`config.mk`:
```
export PLATFORM = sky130hd
export DESIGN_NAME = ook_preamble_serial_tx_core_flat
export DESIGN_NICKNAME = d
export VERILOG_FILES = /design/src/rtl/core/ookt_pkg.sv /design/src/rtl/core/ookt_if.sv /design/src/rtl/core/ook_preamble_serial_tx_core.sv /design/src/rtl/core/ookt_front.sv /design/src/rtl/core/ookt_queue.sv /design/src/rtl/core/ookt_back.sv /design/src/flat_wrapper.sv
export SDC_FILE = /design/constraint.sdc
export NUM_CORES = 1
export LEC_CHECK = 0
export ABC_AREA = 1
export BUFFER_PORTS_ARGS = -buffer_cell sky130_fd_sc_hd__clkbuf_2
export CAP_MARGIN = 10
export CORE_MARGIN = 2
export CORE_UTILIZATION = 40
export DETAILED_ROUTE_END_ITERATION = 10
export PLACE_DENSITY = 0.68
export SLEW_MARGIN = 40
export SYNTH_ARGS = -nofsm -noshare
export SYNTH_HDL_FRONTEND = slang
export SYNTH_HIERARCHICAL = 1
export SYNTH_SLANG_ARGS = --single-unit
```
`constraint.sdc`:
```
create_clock -name clock -period 4.7 [get_ports clock]
set_input_delay 0 -clock clock [delete_from_list [all_inputs] [get_ports clock]]
set_output_delay 0 -clock clock [all_outputs]
set_load 0.005 [all_outputs]
```
`src/rtl/core/ookt_pkg.sv`:
```
// ----------------------------------------------------------------------------
// ookt_pkg
// Shared types and constants for the on-off keying serial transmitter.
// ----------------------------------------------------------------------------
package ookt_pkg;

   localparam int QUEUE_DEPTH_DEF = 2;

   localparam int CHAR_W   = 8;
   localparam int FRAME_W  = 4;
   localparam int GAP_W    = 4;
   localparam int PAIRS_W  = 5;
   localparam int KIND_W   = 2;
   localparam int CSR_IDX_W = 2;
   localparam int CSR_DATA_W = 5;

   localparam logic [CSR_IDX_W-1:0] CSR_FRAME_CHARS    = 2'd0;
   localparam logic [CSR_IDX_W-1:0] CSR_GAP_PERIODS    = 2'd1;
   localparam logic [CSR_IDX_W-1:0] CSR_PREAMBLE_PAIRS = 2'd2;

   localparam logic [FRAME_W-1:0] FRAME_CHARS_RST    = 4'd5;
   localparam logic [GAP_W-1:0]   GAP_PERIODS_RST    = 4'd5;
   localparam logic [PAIRS_W-1:0] PREAMBLE_PAIRS_RST = 5'd8;
   localparam logic [PAIRS_W-1:0] MAX_PAIRS          = 5'd16;

   localparam logic [KIND_W-1:0] KIND_GAP      = 2'd0;
   localparam logic [KIND_W-1:0] KIND_PREAMBLE = 2'd1;
   localparam logic [KIND_W-1:0] KIND_DATA     = 2'd2;

   localparam logic [2:0] LAST_BIT = 3'd7;

   typedef struct packed {
      logic [FRAME_W-1:0] frame_chars;
      logic [GAP_W-1:0]   gap_periods;
      logic [PAIRS_W-1:0] preamble_pairs;
   } cfg_type;

   // one classified request waiting for the sequencer
   typedef struct packed {
      logic [CHAR_W-1:0] char_byte;
      logic              sync;
   } entry_type;

   typedef enum logic [3:0] {
      PH_GAP    = 4'b0001,
      PH_PRE_HI = 4'b0010,
      PH_PRE_LO = 4'b0100,
      PH_DATA   = 4'b1000
   } phase_type;

endpackage

```
`src/rtl/core/ookt_if.sv`:
```
// ----------------------------------------------------------------------------
// ookt_req_if / ookt_rsp_if
// Valid/ready channels for character requests and line symbols.
// ----------------------------------------------------------------------------
interface ookt_req_if;
   logic                        valid;
   logic                        ready;
   logic [ookt_pkg::CHAR_W-1:0] char_byte;

   modport source (output valid, output char_byte, input ready);
   modport sink   (input valid, input char_byte, output ready);
endinterface

interface ookt_rsp_if;
   logic                        valid;
   logic                        ready;
   logic                        line_level;
   logic [ookt_pkg::KIND_W-1:0] symbol_kind;
   logic                        last;

   modport source (output valid, output line_level, output symbol_kind, output last,
                   input ready);
   modport sink   (input valid, input line_level, input symbol_kind, input last,
                   output ready);
endinterface

```
`src/rtl/core/ook_preamble_serial_tx_core.sv`:
```
// The first symbol of a request passes through the queue and then the registered output stage.
// Each request sends its eight data bits, one symbol per cycle while rsp is ready; one that
// opens a group first sends gap_periods gap symbols and min(preamble_pairs, 16) preamble pairs.
// Requests are taken while a symbol waits, up to the queue depth ahead of the sequencer.
// Synchronous active-high reset clears the group position, queue and output stage and
// restores the registers to 5 / 5 / 8.
// ----------------------------------------------------------------------------
// ook_preamble_serial_tx_core
// On-off keying serial transmitter with gap and preamble framing.
// ----------------------------------------------------------------------------
module ook_preamble_serial_tx_core #(
   parameter int QUEUE_DEPTH = ookt_pkg::QUEUE_DEPTH_DEF
) (
   input  logic                              clock,
   input  logic                              reset,
   ookt_req_if.sink                          req_chan,
   ookt_rsp_if.source                        rsp_chan,
   input  logic                              csr_write_en,
   input  logic [ookt_pkg::CSR_IDX_W-1:0]    csr_index,
   input  logic [ookt_pkg::CSR_DATA_W-1:0]   csr_wdata
);

   ookt_pkg::cfg_type   cfg_ff, cfg_in;
   logic                push, pop, q_full, q_nonempty;
   ookt_pkg::entry_type push_entry, q_head;

   always_comb begin
      cfg_in = cfg_ff;
      if (csr_write_en) begin
         unique case (csr_index)
            ookt_pkg::CSR_FRAME_CHARS:
               cfg_in.frame_chars = csr_wdata[ookt_pkg::FRAME_W-1:0];
            ookt_pkg::CSR_GAP_PERIODS:
               cfg_in.gap_periods = csr_wdata[ookt_pkg::GAP_W-1:0];
            ookt_pkg::CSR_PREAMBLE_PAIRS:
               cfg_in.preamble_pairs = csr_wdata[ookt_pkg::PAIRS_W-1:0];
            default: begin
               cfg_in = cfg_ff;
            end
         endcase
      end
   end

   always_ff @(posedge clock) begin
      if (reset) begin
         cfg_ff.frame_chars    <= ookt_pkg::FRAME_CHARS_RST;
         cfg_ff.gap_periods    <= ookt_pkg::GAP_PERIODS_RST;
         cfg_ff.preamble_pairs <= ookt_pkg::PREAMBLE_PAIRS_RST;
      end else begin
         cfg_ff <= cfg_in;
      end
   end

   ookt_front u_front (
      .clock      (clock),
      .reset      (reset),
      .req_chan   (req_chan),
      .cfg        (cfg_ff),
      .q_full     (q_full),
      .push       (push),
      .push_entry (push_entry)
   );

   ookt_queue #(
      .DEPTH (QUEUE_DEPTH)
   ) u_queue (
      .clock      (clock),
      .reset      (reset),
      .push       (push),
      .push_entry (push_entry),
      .pop        (pop),
      .full       (q_full),
      .nonempty   (q_nonempty),
      .head       (q_head)
   );

   ookt_back u_back (
      .clock      (clock),
      .reset      (reset),
      .cfg        (cfg_ff),
      .q_nonempty (q_nonempty),
      .q_head     (q_head),
      .pop        (pop),
      .rsp_chan   (rsp_chan)
   );

endmodule

```
`src/rtl/core/ookt_front.sv`:
```
// ----------------------------------------------------------------------------
// ookt_front
// Accepts character requests, tracks the group position and flags the ones
// that need a gap and preamble in front of them.
// ----------------------------------------------------------------------------
module ookt_front (
   input  logic                 clock,
   input  logic                 reset,
   ookt_req_if.sink             req_chan,
   input  ookt_pkg::cfg_type    cfg,
   input  logic                 q_full,
   output logic                 push,
   output ookt_pkg::entry_type  push_entry
);

   logic [ookt_pkg::FRAME_W-1:0] group_pos_ff, group_pos_in;
   logic [ookt_pkg::FRAME_W-1:0] group_size;
   logic [ookt_pkg::FRAME_W:0]   pos_inc;

   assign req_chan.ready = !q_full;
   assign push           = req_chan.valid && !q_full;

   assign push_entry.char_byte = req_chan.char_byte;
   assign push_entry.sync      = (group_pos_ff == '0);

   always_comb begin
      group_size = (cfg.frame_chars == '0) ? ookt_pkg::FRAME_W'(1) : cfg.frame_chars;
      pos_inc    = {1'b0, group_pos_ff} + 1'b1;
      group_pos_in = group_pos_ff;
      if (push) begin
         if (req_chan.char_byte == '0 || pos_inc >= {1'b0, group_size}) begin
            group_pos_in = '0;
         end else begin
            group_pos_in = pos_inc[ookt_pkg::FRAME_W-1:0];
         end
      end
   end

   always_ff @(posedge clock) begin
      if (reset) begin
         group_pos_ff <= '0;
      end else begin
         group_pos_ff <= group_pos_in;
      end
   end

endmodule

```
`src/rtl/core/ookt_queue.sv`:
```
// ----------------------------------------------------------------------------
// ookt_queue
// Small register queue between the classifier and the symbol sequencer.
// ----------------------------------------------------------------------------
module ookt_queue #(
   parameter int DEPTH = ookt_pkg::QUEUE_DEPTH_DEF
) (
   input  logic                 clock,
   input  logic                 reset,
   input  logic                 push,
   input  ookt_pkg::entry_type  push_entry,
   input  logic                 pop,
   output logic                 full,
   output logic                 nonempty,
   output ookt_pkg::entry_type  head
);

   localparam int PTR_W = (DEPTH > 1) ? $clog2(DEPTH) : 1;
   localparam int CNT_W = $clog2(DEPTH + 1);

   ookt_pkg::entry_type entries_ff [DEPTH];
   logic [PTR_W-1:0] wr_ptr_ff, wr_ptr_in;
   logic [PTR_W-1:0] rd_ptr_ff, rd_ptr_in;
   logic [CNT_W-1:0] count_ff, count_in;

   assign full     = (count_ff == CNT_W'(DEPTH));
   assign nonempty = (count_ff != '0);
   assign head     = entries_ff[rd_ptr_ff];

   always_comb begin
      wr_ptr_in = wr_ptr_ff;
      rd_ptr_in = rd_ptr_ff;
      count_in  = count_ff;
      if (push) begin
         wr_ptr_in = (wr_ptr_ff == PTR_W'(DEPTH - 1)) ? '0 : wr_ptr_ff + 1'b1;
      end
      if (pop) begin
         rd_ptr_in = (rd_ptr_ff == PTR_W'(DEPTH - 1)) ? '0 : rd_ptr_ff + 1'b1;
      end
      if (push && !pop) begin
         count_in = count_ff + 1'b1;
      end else if (pop && !push) begin
         count_in = count_ff - 1'b1;
      end
   end

   always_ff @(posedge clock) begin
      if (reset) begin
         wr_ptr_ff <= '0;
         rd_ptr_ff <= '0;
         count_ff  <= '0;
      end else begin
         wr_ptr_ff <= wr_ptr_in;
         rd_ptr_ff <= rd_ptr_in;
         count_ff  <= count_in;
      end
   end

   always_ff @(posedge clock) begin
      if (push) begin
         entries_ff[wr_ptr_ff] <= push_entry;
      end
   end

endmodule

```
`src/rtl/core/ookt_back.sv`:
```
// ----------------------------------------------------------------------------
// ookt_back
// Symbol sequencer: gap, preamble pairs and data bits, one symbol per cycle while
// the output is not stalled, into a registered output stage.
// ----------------------------------------------------------------------------
module ookt_back (
   input  logic                 clock,
   input  logic                 reset,
   input  ookt_pkg::cfg_type    cfg,
   input  logic                 q_nonempty,
   input  ookt_pkg::entry_type  q_head,
   output logic                 pop,
   ookt_rsp_if.source           rsp_chan
);

   logic                          busy_ff, busy_in;
   ookt_pkg::phase_type           phase_ff, phase_in;
   logic [ookt_pkg::PAIRS_W-1:0]  cnt_ff, cnt_in;
   logic [ookt_pkg::CHAR_W-1:0]   char_ff, char_in;

   logic                          rsp_valid_ff, rsp_valid_in;
   logic                          level_ff, level_in;
   logic [ookt_pkg::KIND_W-1:0]   kind_ff, kind_in;
   logic                          last_ff, last_in;

   logic [ookt_pkg::PAIRS_W-1:0]  pairs;
   ookt_pkg::phase_type           start_phase, cur_phase;
   logic [ookt_pkg::PAIRS_W-1:0]  cur_cnt, cnt_inc;
   logic [ookt_pkg::CHAR_W-1:0]   cur_char;
   logic                          advance, emit;

   assign rsp_chan.valid       = rsp_valid_ff;
   assign rsp_chan.line_level  = level_ff;
   assign rsp_chan.symbol_kind = kind_ff;
   assign rsp_chan.last        = last_ff;

   always_comb begin
      pairs = (cfg.preamble_pairs > ookt_pkg::MAX_PAIRS) ? ookt_pkg::MAX_PAIRS
                                                         : cfg.preamble_pairs;
      if (!q_head.sync) begin
         start_phase = ookt_pkg::PH_DATA;
      end else if (cfg.gap_periods != '0) begin
         start_phase = ookt_pkg::PH_GAP;
      end else if (pairs != '0) begin
         start_phase = ookt_pkg::PH_PRE_HI;
      end else begin
         start_phase = ookt_pkg::PH_DATA;
      end

      cur_phase = busy_ff ? phase_ff : start_phase;
      cur_cnt   = busy_ff ? cnt_ff : '0;
      cur_char  = busy_ff ? char_ff : q_head.char_byte;
      cnt_inc   = cur_cnt + 1'b1;

      advance = !rsp_valid_ff || rsp_chan.ready;
      emit    = advance && (busy_ff || q_nonempty);
      pop     = emit && !busy_ff;

      busy_in  = busy_ff;
      phase_in = phase_ff;
      cnt_in   = cnt_ff;
      char_in  = char_ff;
      level_in = level_ff;
      kind_in  = kind_ff;
      last_in  = last_ff;
      rsp_valid_in = rsp_chan.ready ? 1'b0 : rsp_valid_ff;

      if (emit) begin
         rsp_valid_in = 1'b1;
         busy_in  = 1'b1;
         char_in  = cur_char;
         last_in  = 1'b0;
         phase_in = cur_phase;
         cnt_in   = cnt_inc;
         unique case (cur_phase)
            ookt_pkg::PH_GAP: begin
               level_in = 1'b0;
               kind_in  = ookt_pkg::KIND_GAP;
               if (cnt_inc == {1'b0, cfg.gap_periods}) begin
                  cnt_in   = '0;
                  phase_in = (pairs != '0) ? ookt_pkg::PH_PRE_HI : ookt_pkg::PH_DATA;
               end
            end
            ookt_pkg::PH_PRE_HI: begin
               level_in = 1'b1;
               kind_in  = ookt_pkg::KIND_PREAMBLE;
               cnt_in   = cur_cnt;
               phase_in = ookt_pkg::PH_PRE_LO;
            end
            ookt_pkg::PH_PRE_LO: begin
               level_in = 1'b0;
               kind_in  = ookt_pkg::KIND_PREAMBLE;
               if (cnt_inc == pairs) begin
                  cnt_in   = '0;
                  phase_in = ookt_pkg::PH_DATA;
               end else begin
                  phase_in = ookt_pkg::PH_PRE_HI;
               end
            end
            ookt_pkg::PH_DATA: begin
               level_in = cur_char[cur_cnt[2:0]];
               kind_in  = ookt_pkg::KIND_DATA;
               if (cur_cnt[2:0] == ookt_pkg::LAST_BIT) begin
                  last_in = 1'b1;
                  busy_in = 1'b0;
               end
            end
            default: begin
               busy_in = 1'b0;
            end
         endcase
      end
   end

   always_ff @(posedge clock) begin
      if (reset) begin
         busy_ff      <= 1'b0;
         phase_ff     <= ookt_pkg::PH_DATA;
         cnt_ff       <= '0;
         rsp_valid_ff <= 1'b0;
      end else begin
         busy_ff      <= busy_in;
         phase_ff     <= phase_in;
         cnt_ff       <= cnt_in;
         rsp_valid_ff <= rsp_valid_in;
      end
   end

   always_ff @(posedge clock) begin
      char_ff  <= char_in;
      level_ff <= level_in;
      kind_ff  <= kind_in;
      last_ff  <= last_in;
   end

endmodule

```
`src/flat_wrapper.sv`:
```
// flat-port wrapper written by rule: the top's interface ports become plain ports
module ook_preamble_serial_tx_core_flat 
#(
   parameter int QUEUE_DEPTH = ookt_pkg::QUEUE_DEPTH_DEF
)
  (clock, reset, csr_write_en, csr_index, csr_wdata, req_chan_valid, req_chan_char_byte, req_chan_ready, rsp_chan_valid, rsp_chan_line_level, rsp_chan_symbol_kind, rsp_chan_last, rsp_chan_ready);
  ookt_req_if req_chan_i ();
  ookt_rsp_if rsp_chan_i ();
  input  logic clock;
  input  logic reset;
  input  logic csr_write_en;
  input  logic [ookt_pkg::CSR_IDX_W-1:0] csr_index;
  input  logic [ookt_pkg::CSR_DATA_W-1:0] csr_wdata;
  input wire logic [$bits(req_chan_i.valid)-1:0] req_chan_valid;
  input wire logic [$bits(req_chan_i.char_byte)-1:0] req_chan_char_byte;
  output wire logic [$bits(req_chan_i.ready)-1:0] req_chan_ready;
  output wire logic [$bits(rsp_chan_i.valid)-1:0] rsp_chan_valid;
  output wire logic [$bits(rsp_chan_i.line_level)-1:0] rsp_chan_line_level;
  output wire logic [$bits(rsp_chan_i.symbol_kind)-1:0] rsp_chan_symbol_kind;
  output wire logic [$bits(rsp_chan_i.last)-1:0] rsp_chan_last;
  input wire logic [$bits(rsp_chan_i.ready)-1:0] rsp_chan_ready;
  assign req_chan_i.valid = req_chan_valid;
  assign req_chan_i.char_byte = req_chan_char_byte;
  assign req_chan_ready = req_chan_i.ready;
  assign rsp_chan_valid = rsp_chan_i.valid;
  assign rsp_chan_line_level = rsp_chan_i.line_level;
  assign rsp_chan_symbol_kind = rsp_chan_i.symbol_kind;
  assign rsp_chan_last = rsp_chan_i.last;
  assign rsp_chan_i.ready = rsp_chan_ready;
  ook_preamble_serial_tx_core #(.QUEUE_DEPTH(QUEUE_DEPTH)) u_core (.clock(clock), .reset(reset), .req_chan(req_chan_i), .rsp_chan(rsp_chan_i), .csr_write_en(csr_write_en), .csr_index(csr_index), .csr_wdata(csr_wdata));
endmodule
```
# == Word-level counts from Yosys, hierarchy flattened ==
# Memory sizes are Yosys's and may differ from the RTL's. A register that Yosys moved wholly into a read port is not among the register bits.
# Cells that the tools add are included.
# classes
n_addsub,6
n_lt_le_gt_ge,3
n_eq_ne,10
n_mux,32
reduce_logical,32
# op_table
cell,n
$mux 4,8
$mux 5,4
$pmux 5 s3,1
$pmux 4 s3,1
$mux 1,11
$reduce_and 2->1,5
$logic_not 4->1,2
$logic_not 8->1,1
$mux 8,1
$pmux 2 s3,1
$reduce_bool 2->1,3
$reduce_bool 3->1,2
$add 4x1->5 const B,1
$add 5x1->5 const B,1
$eq 5x4->1,1
$eq 5x5->1,1
$ge 5x4->1,1
$gt 5x5->1 const B,1
$logic_and 1x1->1,5
$logic_not 1->1,5
$reduce_bool 5->1,1
$eq 2x2->1 const B,2
$eq 4x1->1 const B,1
$eq 4x2->1 const B,1
other kinds (17),22
# totals
ff_bits,44
ramBits,18
inputBits,20
wordCells,99
n_memories,1
# mem_list
memory,words,width,rd,rd_clocked_by_memory_dff,write_ports,line_no,source
u_core.u_queue.entries_ff,2,9,1,1,1,ookt_queue.sv:21,ookt_pkg::entry_type entries_ff [DEPTH];

# == Longest topological paths before layout ==
# depth
depth_word,11
mapped_depth,17

# == Modules after synthesis ==
# Netlist, hierarchy kept.
# modules_own_cells
module,n_inst,cells_each,area_each_um2
ookt_back,1,233,1614.0
ookt_queue,1,61,915.9
ook_preamble_serial_tx_core,1,77,539.3
ookt_front,1,64,439.2

# == Least setup slack after synthesis ==
# Ideal clock, no wire load.
# synth_path
kind,register to register
start,register u_core.u_back.busy_ff
end,register u_core.u_back.phase_ff[1]
setup_ns,0.119
arrival_time_ns,1.983
required_time_ns,4.581
slack_ns,2.598
path_stages_with_launch,17
cell_sequence,dfxtp_1 > buf_6 > buf_4 > nand2_1 > inv_1 > ha_1 > ha_1 > inv_1 > nand2_1 > nand2_1 > nand2_1 > nor2_1 > nand2_2 > o21ai_4 > inv_1 > o21ai_1 > a21oi_1
# synth_between
elab_chain_cells,5
word_cells_on_any_way,13
classes_between,add/sub (1); eq/ne (5); mux (5); reduce/logical (2)
# synth_lines
item,line_no,source
from (decl),ookt_back.sv:16,"logic busy_ff, busy_in;"
from (signal assigned),ookt_back.sv:122,busy_ff <= busy_in;
$mux 5,ookt_back.sv:51,cur_cnt = busy_ff ? cnt_ff : '0;
$add 5x1->5,ookt_back.sv:53,cnt_inc = cur_cnt + 1'b1;
$eq 5x5->1 / $eq 5x4->1 (equally long branches),"ookt_back.sv:93, ookt_back.sv:79",
"$mux 4, on equally long branches","ookt_back.sv:93, ookt_back.sv:79",
$pmux 4 s3,ookt_back.sv:75,unique case (cur_phase)
to (signal assigned),ookt_back.sv:118,phase_ff <= ookt_pkg::PH_DATA;
to (signal assigned),ookt_back.sv:123,phase_ff <= phase_in;
to (decl),ookt_back.sv:17,"ookt_pkg::phase_type phase_ff, phase_in;"
# Parallel ways exist; a longest one is shown, timed or not.
# A chain may end at the register's enable or synchronous reset.

# == Worst setup path after layout ==
# layout_path
start,register u_core.u_back.busy_ff
end,register u_core.u_back.phase_ff[3]
# The elaborated chain is that of the path after synthesis.

==> summary.md <==
| Metric | Value |
|---|---|
| Number of global-route vias before repair | `2,781` |
| Chip Width | `97.66 µm` |
| Initial Util | `0.4083` |
| PwrDens | `532.3 mW/mm²` |
| Outcome | `complete, no violations` |
| Worst hold path stage count | `2` |
| Worst slew pin tran | `0.7878 ns` |
| Commonest non-fill, non-tap cell in the layout | `nand2_1` |
| R2r endpoint | `u_core/u_back/phase_ff[3]` |
| Fmax achieved | `0.3461 GHz` |
| Residual DRC | `0` |
| Drt first pass iters | `4` |
| Worst reg2reg path depth | `11` |
| Pins Over Slew Limit | `0` |
| Die area | `0.009537 mm²` |
| Max Fanout on Critical Path | `18` |
| # fillers | `857` |
| Clock Path Buffers | `2` |
| CP Launch Point | `u_core/u_back/busy_ff` |
| Reg clk slew, reported paths | `0.08 ns` |
| Placed inst area | `0.003643 mm²` |
| Row Count | `34` |
| Core area | `0.008593 mm²` |
| Vias per Instance | `4.967` |
| #FFs+latches synth | `63` |
| Total of warnings raised by yosys | `6` |
| Synth Flop Type | `dfxtp_1` |
| Final Hold Violating Endpoints | `0` |
| Slew headroom | `0.4728` |
| Post-synth ARST share | `0` |
| Post-synth EDFFs | `30` |
| Yosys cell types | `38` |
| Die H | `97.66 µm` |
| Hold Crit Class | `input pin to register` |
| First-pass GRT wire length | `12,280 µm` |
| Part of the cycle the worst path needs | `0.6148` |
| Clk root buf | `clkbuf_8` |
| Setup TNS | `0 ns` |
| Placer Congestion | `1.075` |
| Num CTS Buffers | `9` |
| Antenna violations before repair | `0` |
| H-tree Lvls | `3` |
| Antenna diodes | `0` |
| Worst Clk Skew | `0.009247 ns` |
| Synthesized cell area | `0.003508 mm²` |
| Syn Nets | `464` |
| Crit Reg-Reg Startpoint | `u_core/u_back/busy_ff` |
| Initial DRC count | `126` |
| Total number of vias | `2,901` |
| CTS tree | `built` |
| Largest net degree at the start of global routing | `24` |
| I/O pin total | `26` |
| CP Capture Type | `register` |
| Worst setup SP type | `register` |
| Syn Inst Count | `435` |
| Syn-to-layout area delta | `14.44%` |
| Worst-Skew Late Latency | `0.34 ns` |
| Final setup violation count | `0` |
| Hpwl dp | `5109 µm` |
| Routed len/inst | `12.11 µm` |
| Sequential share of the synthesized area | `0.4451` |
| GRT overflow | `0` |
| Post-synthesis area per instance | `8.065 µm²` |
| Total power | `2137 µW` |
| Clk sinks | `63` |
| Peak supply drop | `0.1969 mV` |
| Worst EP required | `4.95 ns` |
| Crit path DAT | `3.14 ns` |
| NumNets Final | `500` |
| Min cycle time layout | `2.889 ns` |
| Final Cell Area | `0.004015 mm²` |
| Max-cap violations | `0` |
| GRT Total Usage | `0.1579` |
| R2r setup slk | `1.81 ns` |
| End of the critical path | `u_core/u_back/phase_ff[3]` |
| CP Class | `register to register` |
| Port bufs | `25` |
| Share of post-route cells with drive strength above 1 | `0.1744` |
| Final WL | `7075 µm` |
| Most frequent cells in the layout | `108 x nand2_1, 56 x inv_1, 46 x nor2_1` |
| DRT antenna net count | `0` |
| Cts repair resizes | `0` |
| Unrepaired setup endpoints after global routing | `false` |
| Leakage dissipation | `0.001886 µW` |
[layer usage]
layer  vias up  part of all wire  global-route usage
met2        84              0.49              0.2711
li1       1483                 -                   -
met3        10             0.050             0.04676
met5         -                 0                   0
met4         0             0.016             0.05662
met1      1324              0.44              0.1872
[stage by stage]
step	hold slack [ns]	setup slack, ns	utilization	cells
final	0.04016	1.811	0.4672	584
after global routing	0.06568	1.545	0.4672	584
after CTS	0.03985	1.845	0.4672	584
after detailed placement	0.2103	1.867	0.4240	551
after global placement	0.2049	1.826	0.4240	551
after floorplan	0.06907	2.598	-	435
[flip-flops by register name, summed over array words and instances (netlist names), named ones only]
signal,count
u_core/u_queue/entries_ff,18
u_core/cfg_ff,13
u_core/u_back/char_ff,8
u_core/u_back/cnt_ff,5
u_core/u_back/phase_ff,4
u_core/u_front/group_pos_ff,4
u_core/u_back/rsp_chan.symbol_kind,2
u_core/u_queue/count_ff,2
u_core/u_back/busy_ff,1
u_core/u_back/rsp_chan.last,1
u_core/u_back/rsp_chan.line_level,1
u_core/u_back/rsp_chan.valid,1
u_core/u_queue/rd_ptr_ff,1
u_core/u_queue/wr_ptr_ff,1
[cells in the mapped netlist (2+ instances only)]
| cell | count | area [µm²] |
|---|---|---|
| o211ai_1 | 2 | 15.01 |
| ha_1 | 9 | 112.6 |
| buf_6 | 3 | 33.78 |
| dfxtp_1 | 33 | 660.6 |
| xnor2_1 | 4 | 35.03 |
| nand2_2 | 8 | 50.05 |
| nor2_2 | 2 | 12.51 |
| o21ai_0 | 17 | 85.08 |
| a21oi_1 | 25 | 125.1 |
| nand3_2 | 8 | 80.08 |
| inv_2 | 6 | 22.52 |
| mux2_4 | 9 | 135.1 |
| nand3_1 | 28 | 140.1 |
| buf_4 | 9 | 67.56 |
| nor2_1 | 46 | 172.7 |
| buf_2 | 4 | 20.02 |
| nor3_1 | 2 | 10.01 |
| inv_1 | 56 | 210.2 |
| nand2_1 | 108 | 405.4 |
| o221ai_1 | 3 | 26.28 |
| edfxtp_1 | 30 | 900.9 |
| o21ai_1 | 3 | 15.01 |
| nand4_1 | 5 | 31.28 |
[worst min-delay path by stage]
stage | from | end | slack, ns
finish | reset | u_core/u_back/phase_ff[1] | 0.04
global route | reset | u_core/u_back/phase_ff[1] | 0.07
CTS | reset | u_core/u_back/phase_ff[1] | 0.04
detailed placement | req_chan_char_byte[2] | u_core/u_queue/entries_ff[0][3] | 0.21
global placement | req_chan_char_byte[2] | u_core/u_queue/entries_ff[0][3] | 0.20
floorplan | reset | u_core/u_back/busy_ff | 0.07
[where the power goes]
part	internal, µW	switching [µW]	leakage, µW	total, µW
clock	251	233	0.000101	485
combinational	288	494	0.00123	781
sequential	765	107	0.000555	871
total	1300	834	0.00189	2140
[repair_timing]
action	in CTS	in global routing
buffers inserted	0	0
setup endpoints to repair	0	0
hold buffers	17	0
hold endpoints to repair	31	0
[kinds of logic (layout without fill, tap and decap cells)]
kind of cell             Yosys count  count (layout)  synth area share
AND/OR/NAND/NOR                  212             212            0.2721
buffers and inverters             81             122            0.1048
flip-flops                        63              63            0.4451
AO/OA/AOI/OAI                     55              55           0.09023
adder cells (fa/ha/maj)            9               9           0.03210
multiplexers                       9               9           0.03852
XOR/XNOR                           6               6           0.01712
[worst max-delay path, cell delays in order, from the launching register on]
cell      delay, ns
dfxtp_1        0.79
nand2_2        0.34
inv_2          0.22
ha_1           0.19
ha_1           0.29
xnor2_1        0.18
nand3_1        0.09
nor2_1         0.11
nand3_2        0.12
nor3_1         0.19
o21ai_1        0.11
o211ai_1       0.14
[final cells by class]
cell class | count | area (µm²) | area share
tap | 108 | 135.1 | 0.03366
timing repair buffer | 42 | 295.3 | 0.07354
clock inverter | 7 | 77.57 | 0.01932
clock buffer | 9 | 123.9 | 0.03085
inverter | 64 | 242.7 | 0.06046
multi-input combinational | 291 | 1579 | 0.3933
sequential | 63 | 1562 | 0.3889
No activity file was read; power rests on OpenSTA's default activity.
